<file path="src/rtl/ged_pkg.sv">
`default_nettype none
package ged_pkg;

	localparam logic [15:0] DEBOUNCE_RESET = 16'd40;
	localparam int QUEUE_DEPTH = 2;

	typedef struct packed {
		logic        found;
		logic [6:0]  pin;
		logic        rising;
		logic [31:0] now_ticks;
		logic [31:0] now_seconds;
	} item_t;

	typedef struct packed {
		logic [31:0] fall_ticks;
		logic [31:0] rise_ticks;
		logic [31:0] start_sec;
		logic [31:0] end_sec;
	} rec_t;

	typedef struct packed {
		logic found;
		logic notify;
		logic rising;
	} result_flags_t;

	typedef enum logic {
		BK_READ,
		BK_EXEC
	} back_state_t;

endpackage
`default_nettype wire

</file>
<file path="src/rtl/ged_front.sv">
`default_nettype none
module ged_front #(
	parameter int PIN_COUNT = 96,
	parameter int BANK_WIDTH = 32
) (
	input  wire logic [6:0]   first_pin,
	input  wire logic [6:0]   end_pin,
	input  wire logic [31:0]  pending_bits,
	input  wire logic [31:0]  edge_bits,
	input  wire logic [31:0]  now_ticks,
	input  wire logic [31:0]  now_seconds,
	output ged_pkg::item_t    item
);
	import ged_pkg::*;

	logic [7:0]  first8;
	logic [7:0]  limit;
	logic [7:0]  bank_lim;
	logic [31:0] sel;
	logic [4:0]  idx;
	logic        hit;
	logic [7:0]  pin8;

	always_comb begin
		first8   = {1'b0, first_pin};
		bank_lim = first8 + 8'(BANK_WIDTH);
		limit    = {1'b0, end_pin};
		if (limit > 8'(PIN_COUNT)) begin
			limit = 8'(PIN_COUNT);
		end
		if (limit > bank_lim) begin
			limit = bank_lim;
		end
		for (int k = 0; k < 32; k++) begin
			sel[k] = pending_bits[k] && (first8 + 8'(k) < limit);
		end
		// lowest pending pin in range
		hit = 1'b0;
		idx = '0;
		for (int k = 31; k >= 0; k--) begin
			if (sel[k]) begin
				hit = 1'b1;
				idx = 5'(k);
			end
		end
		pin8 = first8 + {3'b000, idx};
		item.found       = hit;
		item.pin         = pin8[6:0];
		item.rising      = edge_bits[idx];
		item.now_ticks   = now_ticks;
		item.now_seconds = now_seconds;
	end
endmodule
`default_nettype wire

</file>
<file path="config.mk">
export PLATFORM = sky130hd
export DESIGN_NAME = ged_front
export DESIGN_NICKNAME = d
export VERILOG_FILES = /design/src/rtl/ged_pkg.sv /design/src/rtl/ged_front.sv
export SDC_FILE = /design/constraint.sdc
export NUM_CORES = 1
export LEC_CHECK = 0
export BUFFER_PORTS_ARGS = -buffer_cell sky130_fd_sc_hd__buf_4
export CAP_MARGIN = 10
export CORE_AREA = 3 3 156 158
export DETAILED_ROUTE_END_ITERATION = 10
export DIE_AREA = 0 0 159 161
export PLACE_DENSITY_LB_ADDON = 0.05
export SYNTH_ARGS = -nofsm -noshare
export SYNTH_HDL_FRONTEND = slang
export SYNTH_SLANG_ARGS = --single-unit
</file>
<file path="constraint.sdc">
create_clock -name vclk -period 22.3
set_clock_uncertainty 0.05 [all_clocks]
set_input_delay 5.575 -clock vclk [all_inputs]
set_output_delay 5.575 -clock vclk [all_outputs]
set_load 0.02 [all_outputs]
</file>
# Word-level counts from Yosys, hierarchy flattened
# Cells that the tools add are included.
[classes] n_addsub=33 magnitude_cmp=35 muxes=68 n_reduce_logical=32
[op_table] cell="less-than comparator 8 bit" n=31
[op_table] cell="2-to-1 mux 5 bit" n=32
[op_table] cell="adder 7 x 5 -> 8 bit (second input constant)" n=16
[op_table] cell="adder 7 x 4 -> 8 bit (second input constant)" n=8
[op_table] cell="2-to-1 mux 1 bit" n=33
[op_table] cell="adder 7 x 3 -> 8 bit (second input constant)" n=4
[op_table] cell="logical AND 1 bit" n=32
[op_table] cell="adder 7 x 2 -> 8 bit (second input constant)" n=2
[op_table] cell="adder 7 x 1 -> 8 bit (second input constant)" n=1
[op_table] cell="adder 7 x 6 -> 8 bit (second input constant)" n=1
[op_table] cell="> comparator 8 bit" n=1
[op_table] cell="less-than comparator 7 x 8 -> 1 bit" n=1
[op_table] cell="2-to-1 mux 8 bit" n=1
[op_table] cell="adder 7 x 5 -> 7 bit" n=1
[op_table] cell="> comparator 7 bit (second input constant)" n=1
[op_table] cell="2-to-1 mux 7 bit" n=1
[op_table] cell="less-than comparator 5 x 6 -> 1 bit (second input constant)" n=1
[op_table] cell="binary-select mux 1 bit (select 5 bit)" n=1
[totals] register_bits=0 out_inout_bits=73 wordCells=168

# Longest topological paths before layout
[depth] word_depth=40 mapped_depth=31 depth_no_buf=30

# Worst setup path before layout
# OpenSTA, ideal clock, no wires.
[synth_timing] path_type="input -> output" startpoint="in first_pin[1]" endpoint="out item[71] (netlist bit)" arrival_ns=12.714 path_slack_ns=3.961 cell_stages=30 n_path_buf=3 cell_sequence="clkbuf_1 inv_1 ha_1 nor2b_1 o211ai_1 a21oi_1 o21ai_0 clkbuf_1 nor2_1 a21oi_1 ha_1 o21a_1 o21ai_0 a21oi_1 or3b_2 a21oi_1 nor2_1 a211o_1 a211o_1 and3_1 clkbuf_1 nor2_1 nor2_1 fa_1 a21oi_1 nor2_1 nor2_1 nor2b_1 o21ai_0 xnor2_1"
[synth_rtl] item="from (decl)" line="ged_front.sv:6" source="input wire logic [6:0] first_pin,"
[synth_rtl] item="to (decl)" line="ged_front.sv:12" source="output ged_pkg::item_t item"

==> results by group <==
Run status
  – Status: finished, final reports clean

Cells and area
  – Share of layout cells above drive strength 1: 11.90%
  – Most frequent cells in the layout: ha_1 (187), buf_4 (96), a21oi_1 (84)
  – Area of the multi-input gates: 6827 sq um
  – Sequential Area: 0 sq um
  – Fillers: 2559
  – Clock Buffer Count: 0
  – Most common cell after layout, fill and taps aside: ha_1
  – Antenna fix cells: 0
  – Final #Nets: 1382
  – FF+latch count: 0
  – Design Area, Final: 8220 sq um
  – Area Overhead vs Synth: 8.237%

Global route
  – Global Route Usage Sum: 20.71%
  – Antenna violations before repair: 0
  – Largest net degree at the start of global routing: 39
  – Routing usage on met1: 29.50%
  – GR peak layer: met2
  – Routing usage on met3: 2.334%
  – Vias in the first global route: 7276
  – Met2 usage: 34.64%
  – Global route overflow: 0
  – Global-route wire length before repair: 42.39 mm

STA
  – Final setup viols: 0
  – RSZ-0062 raised after global routing: no
  – Final min period: 19.10 ns
  – Slew margin rel.: 19.46%
  – Slew of the pin with the lowest slew margin: 1.200 ns
  – Setup_tns: 0 ns
  – Tcrit/Tclk final: 85.66%
  – Final hold violation count: 0
  – Max frequency: 52.35 MHz
  – Max-slew violations: 0

Worst setup path
  – CP endpoint kind: output pin
  – Worst Path Max Fanout: 18
  – CP peak stage delay: 0.91 ns
  – WS Path Type: input port to output pin
  – Startpoint type of the worst setup path: input port
  – Critical path arrival: 13.48 ns
  – Slowest CP cell: o21ai_1
  – Most frequent CP cell: nor2_1
  – Worst Path Required: 16.68 ns

Yosys
  – Synth area leader: ha_1
  – Register area share after synthesis: 0%
  – Synth top area share: 30.81%
  – Synth cell types: 80
  – Synth Warn #: 0
  – Mean Syn Cell Area: 7.410 sq um
  – Synth top area cells: ha_1 (31%), xnor2_1 (8.6%), buf_4 (6.4%)
  – Mapped Cells: 1025
  – Mapped cell area: 7595 sq um

Power and ir drop
  – Pwr dens: 39.58 nW/um^2
  – Leakage: 3.869 nW
  – Total Power: 325.4 uW
  – Maximum VDD drop: 33.13 uV

Detailed routing
  – Post-route ant nets: 0
  – Drt first pass iters: 5
  – DR vias/cell: 5.318
  – Post-Route WL: 27.58 mm
  – Starting DRT DRC Count: 341
  – Via count: 7281
  – DR WL/cell: 20.14 um
  – DRC: 0

Job
  – MaxCap Viol Count: 0

Die
  – Core area: 23260 sq um
  – Starting Density: 32.65%
  – Die area: 25600 sq um
  – Die Wd: 159 um
  – Num rows: 56
  – Die Y: 161 um
  – Num ports: 215

Clocking
  – Post-CTS Setup Inserts: 0
  – Hold_buf cts: 0
  – Post-CTS sizing: 0

Placed design
  – Post-DP HPWL: 22.34 mm
  – Port buffer count: 87
  – Gpl congestion: 0.8858
  – Placed cell area: 8220 sq um

Worst hold path
  – Hold WC Path Type: input port to output pin
  – Hold path depth: 0
-- critical path: cells and delay by family --
kind	cells	cell delay [ns]
adders and majority gates	3	1.11
xor gates and xnor gates	1	0.14
AOI/OAI and AO/OA	12	4.00
and+or+nand+nor	9	1.49
buffers and inverters	4	1.11
-- report_power, final --
part	internal [mW]	total (mW)	switching, mW	leakage (nW)
registers	0	0	0	0
clock network	0	0	0	0
logic	0.129	0.325	0.196	3.87
-- Yosys cell counts, drive strengths merged (20+ instances only) --
cell / count
ha: 187
a21oi: 90
buf: 77
xnor2: 75
inv: 73
nand2: 63
nor2: 49
o21ai: 47
a21o: 35
nor2b: 35
nand4: 28
clkbuf: 24
a31oi: 20
-- final timing paths --
path              endpoint            from  slack (ns)
setup / recovery  item[71]    first_pin[3]        3.20
hold / removal     item[0]  now_seconds[0]       11.10
-- layer usage --
layer  vias up  routed length, um
li1       3697                  -
met1      3371              13550
met2       193              12360
met3        20               1278
met4         0                389
met5         -                  0
-- cells by family (layout without fill, tap and decap cells) --
group	after synthesis	in the layout	share of synthesized area, %
AO/OA/AOI/OAI	291	291	25.85
XOR/XNOR	88	88	10.15
adder cells (fa/ha/maj)	188	188	31.07
buffers and inverters	174	169	12.04
multiplexers	3	3	0.3954
other	1	31	0.04938
AND/OR/NAND/NOR	280	280	20.45
-- metrics by stage --
step                      utilization [%]  cells  worst slack [ns]  hold slack (ns)
after detailed placement            35.34   1369             3.240            11.10
after floorplan                         -   1055             3.961            11.21
final                               35.34   1369             3.197            11.10
after CTS                           35.34   1369             3.214            11.10
after global routing                35.34   1369             2.479            11.10
after global placement              35.34   1369             3.351            11.10
-- cell type report --
type / count / area share [%]
inverters: 73 / 3.333
multi-input cells: 881 / 83.04
well taps: 319 / 4.855
repair buffers: 96 / 8.767
No activity file was read; power rests on OpenSTA's default activity.
