### config.mk
export PLATFORM = sky130hd
export DESIGN_NAME = ged_queue
export DESIGN_NICKNAME = d
export VERILOG_FILES = /design/src/rtl/ged_pkg.sv /design/src/rtl/ged_queue.sv
export SDC_FILE = /design/constraint.sdc
export NUM_CORES = 1
export LEC_CHECK = 0
export BUFFER_PORTS_ARGS = -buffer_cell sky130_fd_sc_hd__buf_2
export CORE_ASPECT_RATIO = 1.1
export CORE_MARGIN = 2
export CORE_UTILIZATION = 52
export CTS_CLUSTER_SIZE = 40
export DETAILED_ROUTE_END_ITERATION = 8
export PLACE_DENSITY = 0.87
export SLEW_MARGIN = 5
export SYNTH_ARGS = -nofsm -noshare
export SYNTH_HDL_FRONTEND = slang
export SYNTH_SLANG_ARGS = --single-unit
### constraint.sdc
create_clock -name clk -period 6.05 [get_ports clk]
set_clock_uncertainty 0.05 [all_clocks]
set_input_delay 1.21 -clock clk [delete_from_list [all_inputs] [get_ports clk]]
set_output_delay 1.21 -clock clk [all_outputs]
set_load 0.05 [all_outputs]
### src/rtl/ged_pkg.sv
`default_nettype none
package ged_pkg;

	localparam logic [15:0] DEBOUNCE_RESET = 16'd40;
	localparam int QUEUE_DEPTH = 2;

	typedef struct packed {
		logic        found;
		logic [6:0]  pin;
		logic        rising;
		logic [31:0] now_ticks;
		logic [31:0] now_seconds;
	} item_t;

	typedef struct packed {
		logic [31:0] fall_ticks;
		logic [31:0] rise_ticks;
		logic [31:0] start_sec;
		logic [31:0] end_sec;
	} rec_t;

	typedef struct packed {
		logic found;
		logic notify;
		logic rising;
	} result_flags_t;

	typedef enum logic {
		BK_READ,
		BK_EXEC
	} back_state_t;

endpackage
`default_nettype wire

### src/rtl/ged_queue.sv
`default_nettype none
module ged_queue (
	input  wire logic         clk,
	input  wire logic         arst_n,
	input  wire logic         push,
	input  wire ged_pkg::item_t push_item,
	output logic              full,
	input  wire logic         pop,
	output ged_pkg::item_t    head,
	output logic              empty
);
	import ged_pkg::*;

	localparam int PTR_W = (QUEUE_DEPTH > 1) ? $clog2(QUEUE_DEPTH) : 1;
	localparam int CNT_W = $clog2(QUEUE_DEPTH + 1);

	item_t            slot_q [QUEUE_DEPTH];
	logic [PTR_W-1:0] wr_ptr_q;
	logic [PTR_W-1:0] rd_ptr_q;
	logic [CNT_W-1:0] count_q;

	assign full  = (count_q == CNT_W'(QUEUE_DEPTH));
	assign empty = (count_q == '0);
	assign head  = slot_q[rd_ptr_q];

	always_ff @(posedge clk) begin
		if (push) begin
			slot_q[wr_ptr_q] <= push_item;
		end
	end

	always_ff @(posedge clk or negedge arst_n) begin
		if (!arst_n) begin
			wr_ptr_q <= '0;
			rd_ptr_q <= '0;
			count_q  <= '0;
		end else begin
			if (push) begin
				wr_ptr_q <= (wr_ptr_q == PTR_W'(QUEUE_DEPTH - 1)) ? '0 : wr_ptr_q + 1'b1;
			end
			if (pop) begin
				rd_ptr_q <= (rd_ptr_q == PTR_W'(QUEUE_DEPTH - 1)) ? '0 : rd_ptr_q + 1'b1;
			end
			if (push && !pop) begin
				count_q <= count_q + 1'b1;
			end else if (pop && !push) begin
				count_q <= count_q - 1'b1;
			end
		end
	end

	no_overflow: assert property (@(posedge clk) disable iff (!arst_n)
		count_q <= CNT_W'(QUEUE_DEPTH)) else $error("queue count overflow");
	no_push_full: assert property (@(posedge clk) disable iff (!arst_n)
		full |-> !push) else $error("push into full queue");
	no_pop_empty: assert property (@(posedge clk) disable iff (!arst_n)
		empty |-> !pop) else $error("pop from empty queue");
endmodule
`default_nettype wire

* Word level (Yosys, flattened, before mapping) *
Memory sizes are Yosys's and may differ from the RTL's.
Cells that the tools add are included.

operators by class
  add/subtract/negate cells = 4
  equality and inequality tests = 1
  reductions and logical operators = 6
  mux-type cells = 6

operator list
  cell                                              count
  2-to-1 mux 1 bit                                  4
  2-to-1 mux 2 bit                                  2
  adder 1 bit, second input constant                2
  adder 2 x 1 -> 2 bit, second input constant       1
  equality test 2 bit, second input constant        1
  logical AND 1 bit                                 2
  logical NOT 1 bit                                 2
  logical NOT 2 bit                                 1
  nonzero test 2 bit                                1
  subtractor 2 x 1 -> 2 bit, second input constant  1

word-level totals
  register bits = 4
  memories = 1
  output and inout port bits = 75
  bits of input ports = 77
  memory bits (writable) = 146
  logic and storage cells = 21

memory list
  name    words  width  read ports  clocked after Yosys merged registers in  write ports  line             source
  slot_q  2      73     1           0                                        1            ged_queue.sv:17  item_t slot_q [QUEUE_DEPTH];

* Logic depth before layout (Yosys ltp) *
Gate-level depths: netlist (run 1).

  depth after elaboration = 4
  depth in mapped cells = 5
  mapped depth without buffers = 5

* Least setup slack after synthesis (run 1) *
No wires, ideal clock.

  kind = input to register
  start = in push
  end = mem slot_q[0][0] (netlist name), enable pin
  path buffers = 0
  data required time = 5.487 ns
  path slack = 1.078 ns
  data arrival time = 4.409 ns
  setup time = 0.513 ns
  cell stages on the path = 1
  cells stage by stage = nor2b_1

on the way
  cells in the longest elaborated chain, start to end = 2

ends and longest elaborated chain
  what                                    line             source
  start: declaration                      ged_queue.sv:5   input wire logic push,
  2-to-1 mux 1 bit                        ged_queue.sv:27  if (push) begin
  2-to-1 mux 1 bit (implied by the code)  ged_queue.sv:28  slot_q[wr_ptr_q] <= push_item;
  end: declaration                        ged_queue.sv:17

Every way passes these cells.

==> results of run 1 <==
==> registers in the layout, indices dropped and copies added, names as in the netlist <==
name      count
slot_q      146
count_q       2
wr_ptr_q      1
rd_ptr_q      1
==> cell families after synthesis <==
logic type,after synthesis
flops,150
mux,73
simple gates,5
fa+ha+maj,1
buf+inv,9
xor+xnor,5
==> cell usage after synthesis <==
cell,number
sky130_fd_sc_hd__and2_1,1
sky130_fd_sc_hd__inv_1,1
sky130_fd_sc_hd__nor2b_1,2
sky130_fd_sc_hd__mux2_2,13
sky130_fd_sc_hd__ha_1,1
sky130_fd_sc_hd__buf_6,7
sky130_fd_sc_hd__nor2_1,2
sky130_fd_sc_hd__dfrtp_1,4
sky130_fd_sc_hd__edfxtp_1,146
sky130_fd_sc_hd__buf_2,1
sky130_fd_sc_hd__xor2_1,4
sky130_fd_sc_hd__mux2_4,60
sky130_fd_sc_hd__xnor2_1,1
==> worst reg2reg max path: cells and delay by family, from the launching register on <==
kind          cells  cell delay, ns
simple gates      1            0.67
buf+inv           1            0.64
flops             1            0.42
==> cell usage in the layout, fill, tap and decap left out, drive strengths merged <==
master	synthesis	routed
bufinv	0	4
mux2	73	73
xnor2	1	1
dfrtp	4	4
nor2b	2	2
edfxtp	146	146
and2	1	1
nor2	2	2
ha	1	1
xor2	4	4
buf	8	153
clkbuf	0	20
clkinv	0	4
inv	1	1
clkinvlp	0	1
==> layout make-up <==
cell class / count / area (um2)
clock inverters: 9 / 155.1
multi-input cells: 84 / 1140
inverters: 1 / 3.754
well taps: 147 / 183.9
flip-flops and latches: 150 / 4488
clock buffers: 20 / 436.7
repair buffers: 153 / 770.7
fillers: 754 / 3632
==> worst paths after layout <==
| check | startpoint | to | slack (ns) | cells after the start |
|---|---|---|---|---|
| max in group asynchronous | arst_n | rd_ptr_q | 5.26 | 1 |
| max | rd_ptr_q | head[46] | 2.24 | 3 |
| min | count_q[1] | count_q[1] | 0.45 | 1 |
| max reg2reg | wr_ptr_q | slot_q[0][52] | 3.87 | 2 |
| min reg2reg | count_q[1] | count_q[1] | 0.45 | 1 |
| min in group asynchronous | arst_n | rd_ptr_q | 0.55 | 1 |
==> per-stage QoR <==
stage	instances	total power, W
6_report	564	0.004138
3_5_place_dp	535	0.003131
5_1_grt	564	0.004284
2_1_floorplan	243	0.002868
4_1_cts	564	0.004183
3_3_place_gp	535	0.003098
==> power by group through the flow <==
stage | clock network (W) | registers, W | logic (W)
6_report | 0.00105 | 0.00151 | 0.00158
5_1_grt | 0.00111 | 0.00154 | 0.00164
4_1_cts | 0.00107 | 0.00152 | 0.00160
3_5_place_dp | 0 | 0.00154 | 0.00159
3_3_place_gp | 0 | 0.00152 | 0.00158
2_1_floorplan | 0 | 0.00146 | 0.00141
==> routing by layer <==
metal / GRT usage [%] / up-vias
met2: 28.11 / 107
li1: - / 1285
met3: 6.000 / 5
met5: 0 / -
met4: 5.766 / 0
met1: 16.93 / 1341
==> qor.tcl, run 1 <==
set qor(largest_net_degree_at_the_start_of_global_routing) 74
set qor(finish.utilization_pct) 66.40
set qor(synth-simple-area-share_pct) 0.4608
set qor(static-leakage-power_nw) 2.903
set qor(synth_seq_area_share_pct) 78.65
set qor(fin_setup_tns_ns) 0
set qor(critPathLaunchType) {flop}
set qor(relSlewSlack_pct) 33.05
set qor(post_drt_via_cell_ratio) 4.855
set qor(drc) 0
set qor(cp_top_family) {flip-flops}
set qor(cts-resized-gates) 0
set qor(gp_routability_congestion) 0.7277
set qor(grt_pass1_wl_um) 13850
set qor(cp_data_required_time_ns) 4.79
set qor(synth_top_area_cell) {sky130_fd_sc_hd__edfxtp_1}
set qor(highest-signal-layer) {met4}
set qor(area_after_detailed_placement_um2) 6586
set qor(setup_violations) 0
set qor(vias) 2738
set qor(placementRows) 40
set qor(synthesis.yosys.warnings) 0
set qor(yosys-top-cells-area) {sky130_fd_sc_hd__edfxtp_1 (77%), sky130_fd_sc_hd__mux2_4 (16%), sky130_fd_sc_hd__mux2_2 (2.6%)}
set qor(place_worst_setup_slack_ns) 2.612
set qor(wl_met3_um) 608
set qor(finalWirelength_um) 9146
set qor(outcome) {finished clean}
set qor(crit_path_top_delay_cell) {sky130_fd_sc_hd__dfrtp_4}
set qor(power_frac_clock_pct) 25.3
set qor(grt_pass1_vias) 2855
set qor(ant_diodes) 0
set qor(setup_ws_ns) 2.240
set qor(post_cts.repair.setup_buffers) 0
set qor(yosys.area_share.xor_xnor_pct) 0.7680
set qor(numPortBuffers) 151
set qor(path_clk_slew_ns) 0.06
set qor(met1_layer_wirelength_in_the_final_routing_um) 3621
set qor(postSynthAreaPerCell_um2) 23.46
set qor(cts_tree) {done}
set qor(seq_power_share_pct) 36.5
set qor(synth_seq_cells) 150
set qor(area.growth.synth_to_final_pct) 25.89
set qor(globalRouteTotalUtil_pct) 15.66
set qor(first_iter_violations) 134
set qor(slew_of_the_pin_with_the_lowest_slew_margin_ns) 1.004
set qor(rsz0062_at_grt) {false}
set qor(holdCritPathClass) {reg -> reg}
set qor(clockRootBuffer) {sky130_fd_sc_hd__clkbuf_16}
set qor(drt_pass1_iterations) 4
set qor(worst_path_largest_cell_delay_ns) 0.90
set qor(worstSetupPathType) {reg -> out}
set qor(synth_top_family_by_area) {multiplexers}
set qor(worstPathBufferInverterCount) 2
set qor(combPwrFrac_pct) 38.2
set qor(route.detailed.wl_per_inst_um) 16.22
set qor(intPower_w) 0.002575
set qor(final_layout_size_suffix_gt1_share_pct) 61.15
set qor(dpl.hpwl_um) 5962
set qor(critPathMaxFanout) 42
set qor(cts.sink_count) 150
set qor(met2_wirelength_um) 4844
set qor(clock_insertion_delay_worst_skew_ns) 0.40
set qor(route.antenna.remaining_nets) 0
set qor(ratio_of_total_power_to_cell_area_nw_per_um2) 576.5
set qor(final_min_period_over_clock_period_pct) 62.97
set qor(holdWs_ns) 0.4513
set qor(synthesized_nets) 321
set qor(top_level_ports) 152
set qor(max_slew_violation_total_from_the_final_report) 0
set qor(finalHoldViolCount) 0
set qor(top_area_cell_type_share_of_the_netlist_area_pct) 76.89
set qor(mux_contribution_to_synthesized_area_pct) 18.37
set qor(fp.coreArea_um2) 10810
set qor(max_buffers_root_to_sink) 2
set qor(htreeDepth) 4
set qor(fmax_ghz) 0.2625
set qor(initial_utilization_pct) 52.74
set qor(fin_crit_ns) 3.810
set qor(crit_path_cell_trace) {buf_4, mux2_2, buf_2}
set qor(power.switching_w) 0.001563
set qor(number_of_buffers_created_by_cts) 17
set qor(antenna_found_initial) 1
set qor(cts_hold_repair.buffers) 0
set qor(synth_compound_gate_area_share_pct) 0
set qor(dieArea_um2) 11820
set qor(ir_drop_uv) 419.4
set qor(chipHeight_um) 113.8
set qor(syn_inst_count) 243
set qor(post_synth_adder_cell_area_pct) 0.2194
set qor(grt-ovfl-total) 0
set qor(die_x_um) 103.8
set qor(power.switching_fraction_pct) 37.78
set qor(post_synth_design_cell_area_um2) 5702
set qor(final_net_count) 485
set qor(reported_max_cap_violation_count) 0
set qor(cp-end-kind) {output pin}
set qor(worst_ep_arrival_time_ns) 2.55
set qor(netlist-cell-type-count) 13
set qor(layout.cell_area.non_filler_um2) 7178
Power figures use the tool's default switching activity.
==> run 2, diff against run 1 <==
--- a/config.mk
+++ b/config.mk
@@ -5,13 +5,14 @@
 export SDC_FILE = /design/constraint.sdc
 export NUM_CORES = 1
 export LEC_CHECK = 0
+export ABC_AREA = 1
 export BUFFER_PORTS_ARGS = -buffer_cell sky130_fd_sc_hd__buf_2
 export CORE_ASPECT_RATIO = 1.1
 export CORE_MARGIN = 2
-export CORE_UTILIZATION = 52
+export CORE_UTILIZATION = 47
 export CTS_CLUSTER_SIZE = 40
 export DETAILED_ROUTE_END_ITERATION = 8
-export PLACE_DENSITY = 0.87
+export PLACE_DENSITY = 0.83
 export SLEW_MARGIN = 5
 export SYNTH_ARGS = -nofsm -noshare
 export SYNTH_HDL_FRONTEND = slang
==> constraint.sdc (replaced) <==
create_clock -name clk -period 3.25 [get_ports clk]
set_clock_uncertainty 0.05 [all_clocks]
set_input_delay 0.65 -clock clk [delete_from_list [all_inputs] [get_ports clk]]
set_output_delay 0.65 -clock clk [all_outputs]
set_load 0.05 [all_outputs]
==> run 2 against run 1 <==
First-iteration DRC count decreased by 24%. Utilization is 5.1 points lower. Setup slack worse by 1.9 ns. Die area rose by 11%. Design area rose by 2.3%. Largest power group unchanged. Clock power is 99% higher. Routed wire length is 4.5% higher. Synthesized cell count increased by 3.7%. Count of clock-buffer cells in the layout shrank 1. Critical path depth did not move. Critical endpoint is now head[3].
==> qor.tcl, run 2 <==
set qor(area.growth.synth_to_final_pct) 28.32
set qor(gp_routability_congestion) 0.6933
set qor(final_layout_size_suffix_gt1_share_pct) 60.37
set qor(dieArea_um2) 13070
set qor(fmax_ghz) 0.3457
set qor(fillCellCount) 874
set qor(dpl.hpwl_um) 6372
set qor(cp-end-kind) {output pin}
set qor(top_area_cell_type_share_of_the_netlist_area_pct) 76.62
set qor(worst_ep_arrival_time_ns) 2.19
set qor(globalRouteTotalUtil_pct) 15.19
set qor(route.detailed.wl_per_inst_um) 16.26
set qor(route.antenna.remaining_nets) 0
set qor(synthesized_nets) 330
set qor(synth.most_common_cell) {sky130_fd_sc_hd__edfxtp_1}
set qor(initial_utilization_pct) 47.75
set qor(static-leakage-power_nw) 2.986
set qor(multi_input_comb_area_um2) 1135
set qor(syn_inst_count) 252
set qor(largest_register) {slot_q}
set qor(cts.sink_count) 150
set qor(post_drt_via_cell_ratio) 4.786
set qor(relSlewSlack_pct) 53.11
set qor(final_min_period_over_clock_period_pct) 89.00
set qor(synth_top_area_cell) {sky130_fd_sc_hd__edfxtp_1}
set qor(drc) 0
set qor(layout_common_cells) {sky130_fd_sc_hd__buf_2 (151), sky130_fd_sc_hd__edfxtp_1 (146), sky130_fd_sc_hd__mux2_4 (60)}
set qor(ys_async_sr_fraction_pct) 2.667
set qor(worst_path_largest_cell_delay_ns) 0.86
set qor(synth_ff_type) {sky130_fd_sc_hd__edfxtp_1}
set qor(path_clk_slew_ns) 0.06
set qor(cts_tree) {done}
set qor(reported_max_cap_violation_count) 0
set qor(numPortBuffers) 151
set qor(first_iter_violations) 102
set qor(chipHeight_um) 119.7
set qor(max_buffers_root_to_sink) 2
set qor(drt_pass1_iterations) 4
set qor(largest_register_ff_count) 146
set qor(grt_pass1_vias) 2981
set qor(antenna_found_initial) 0
set qor(ir_drop_uv) 637.5
set qor(vias) 2814
set qor(setup_violations) 0
set qor(clockRootBuffer) {sky130_fd_sc_hd__clkbuf_16}
set qor(layout.cells.most_common) {sky130_fd_sc_hd__buf_2}
set qor(netlist-cell-type-count) 14
set qor(post_cts.repair.setup_buffers) 0
set qor(fin_crit_ns) 2.892
set qor(die_x_um) 109.2
set qor(critPathMaxFanout) 37
set qor(ratio_of_total_power_to_cell_area_nw_per_um2) 1078
set qor(max_slew_violation_total_from_the_final_report) 0
set qor(post_synth_design_cell_area_um2) 5722
set qor(yosys-top-cells-area) {sky130_fd_sc_hd__edfxtp_1 (77%), sky130_fd_sc_hd__mux2_4 (16%), sky130_fd_sc_hd__mux2_2 (2.6%)}
set qor(synth_seq_area_share_pct) 78.37
set qor(layout_top_registers) {slot_q: 146 flops, count_q: 2 flops}
set qor(finalHoldViolCount) 0
set qor(register_area_um2) 4488
set qor(synth_enable_flop_cells) 146
set qor(crit_path_cell_trace) {buf_12, mux2_4, buf_2}
set qor(postSynthAreaPerCell_um2) 22.71
set qor(rsz0062_at_grt) {false}
set qor(fin_setup_tns_ns) 0
set qor(finalWirelength_um) 9558
set qor(fp.coreArea_um2) 11980
set qor(cp_data_required_time_ns) 2.55
set qor(synthesis.yosys.warnings) 0
set qor(final_net_count) 499
set qor(critPathLaunchType) {flop}
set qor(clock_insertion_delay_worst_skew_ns) 0.41
set qor(holdCritPathClass) {in -> reg}
set qor(ant_diodes) 0
set qor(holdWs_ns) 0.3787
set qor(grt-ovfl-total) 0
set qor(top_level_ports) 152
set qor(largest_net_degree_at_the_start_of_global_routing) 38
set qor(synth_common_cells) {sky130_fd_sc_hd__edfxtp_1 (146), sky130_fd_sc_hd__mux2_4 (60), sky130_fd_sc_hd__mux2_2 (13)}
set qor(outcome) {finished clean}
set qor(crit_path_top_delay_cell) {sky130_fd_sc_hd__dfrtp_4}
set qor(worstSetupPathType) {reg -> out}
set qor(placementRows) 42
set qor(grt_pass1_wl_um) 14580
set qor(slew_of_the_pin_with_the_lowest_slew_margin_ns) 0.7017
set qor(synth_seq_cells) 150
set qor(htreeDepth) 4
set qor(number_of_buffers_created_by_cts) 17
run 2: changes by cell type in the layout (fill, tap and decap cells not counted), sizes merged, moves of 2 or more:
cell	previous run	this run
buf	153	157
nor2b	2	0
clkinv	4	7
nand2	0	5
xor2	4	2
inv	1	6
run 2: power by group:
part           total [W]  switching [W]  internal [W]
logic            0.00303        0.00203      0.000999
registers        0.00279       0.000223       0.00257
clock network    0.00209       0.000726       0.00136
total            0.00791        0.00298       0.00493
run 2: area by class of cell:
cell class / instances / share of cell area [%]
tap: 154 / 2.624
clock inverter: 13 / 2.795
multi-input combinational: 87 / 15.46
timing repair buffer: 158 / 11.72
sequential: 150 / 61.13
inverter: 7 / 0.3749
clock buffer: 19 / 5.896
run 2: metrics by stage:
step	area [um2]	power, W	instances	worst slack, ns	util, %
2_1_floorplan	5724	0.005331	252	0.2093	-
3_3_place_gp	6694	0.005843	555	0.8001	55.87
3_5_place_dp	6694	0.005904	555	0.7648	55.87
4_1_cts	7342	0.007998	588	0.3140	61.28
5_1_grt	7342	0.008225	588	0.2634	61.28
6_report	7342	0.007914	588	0.3576	61.28
run 2: cells by family after synthesis:
group	share of synthesized area, %
buffers and inverters	1.924
adders and majority gates	0.2186
xor gates and xnor gates	0.4593
and+or+nand+nor	0.7216
muxes	18.30
DFF	78.37
run 2: metal layers:
metal | vias up | track usage, % | wire [um]
li1 | 1324 | - | -
met1 | 1386 | 17.27 | 3779
met2 | 99 | 26.01 | 5021
met3 | 5 | 5.703 | 682
met4 | 0 | 5.459 | 75
met5 | - | 0 | 0
run 2: what timing repair did:
item                                    4_1_cts  5_1_grt
endpoints found under the setup margin        0        0
hold buffers                                  1        0
endpoints found under the hold margin         4        0
resized for setup                             0        0
run 2: final timing paths:
| path | slack [ns] | depth (start not counted) | startpoint | endpoint |
|---|---|---|---|---|
| worst min register to register | 0.49 | 2 | count_q[1] | count_q[1] |
| worst max register to register | 1.54 | 3 | wr_ptr_q | slot_q[1][54] |
| max in group asynchronous | 2.46 | 2 | arst_n | rd_ptr_q |
| worst min-delay path | 0.38 | 1 | push_item[51] | slot_q[1][51] |
| min in group asynchronous | 0.54 | 2 | arst_n | count_q[0] |
| worst max-delay path | 0.36 | 3 | rd_ptr_q | head[3] |
run 2: critical path, delay by kind of cell (launching register included):
family	cells	cell delay [ns]
buffers and inverters	2	0.55
flip-flops	1	0.86
multiplexers	1	0.33
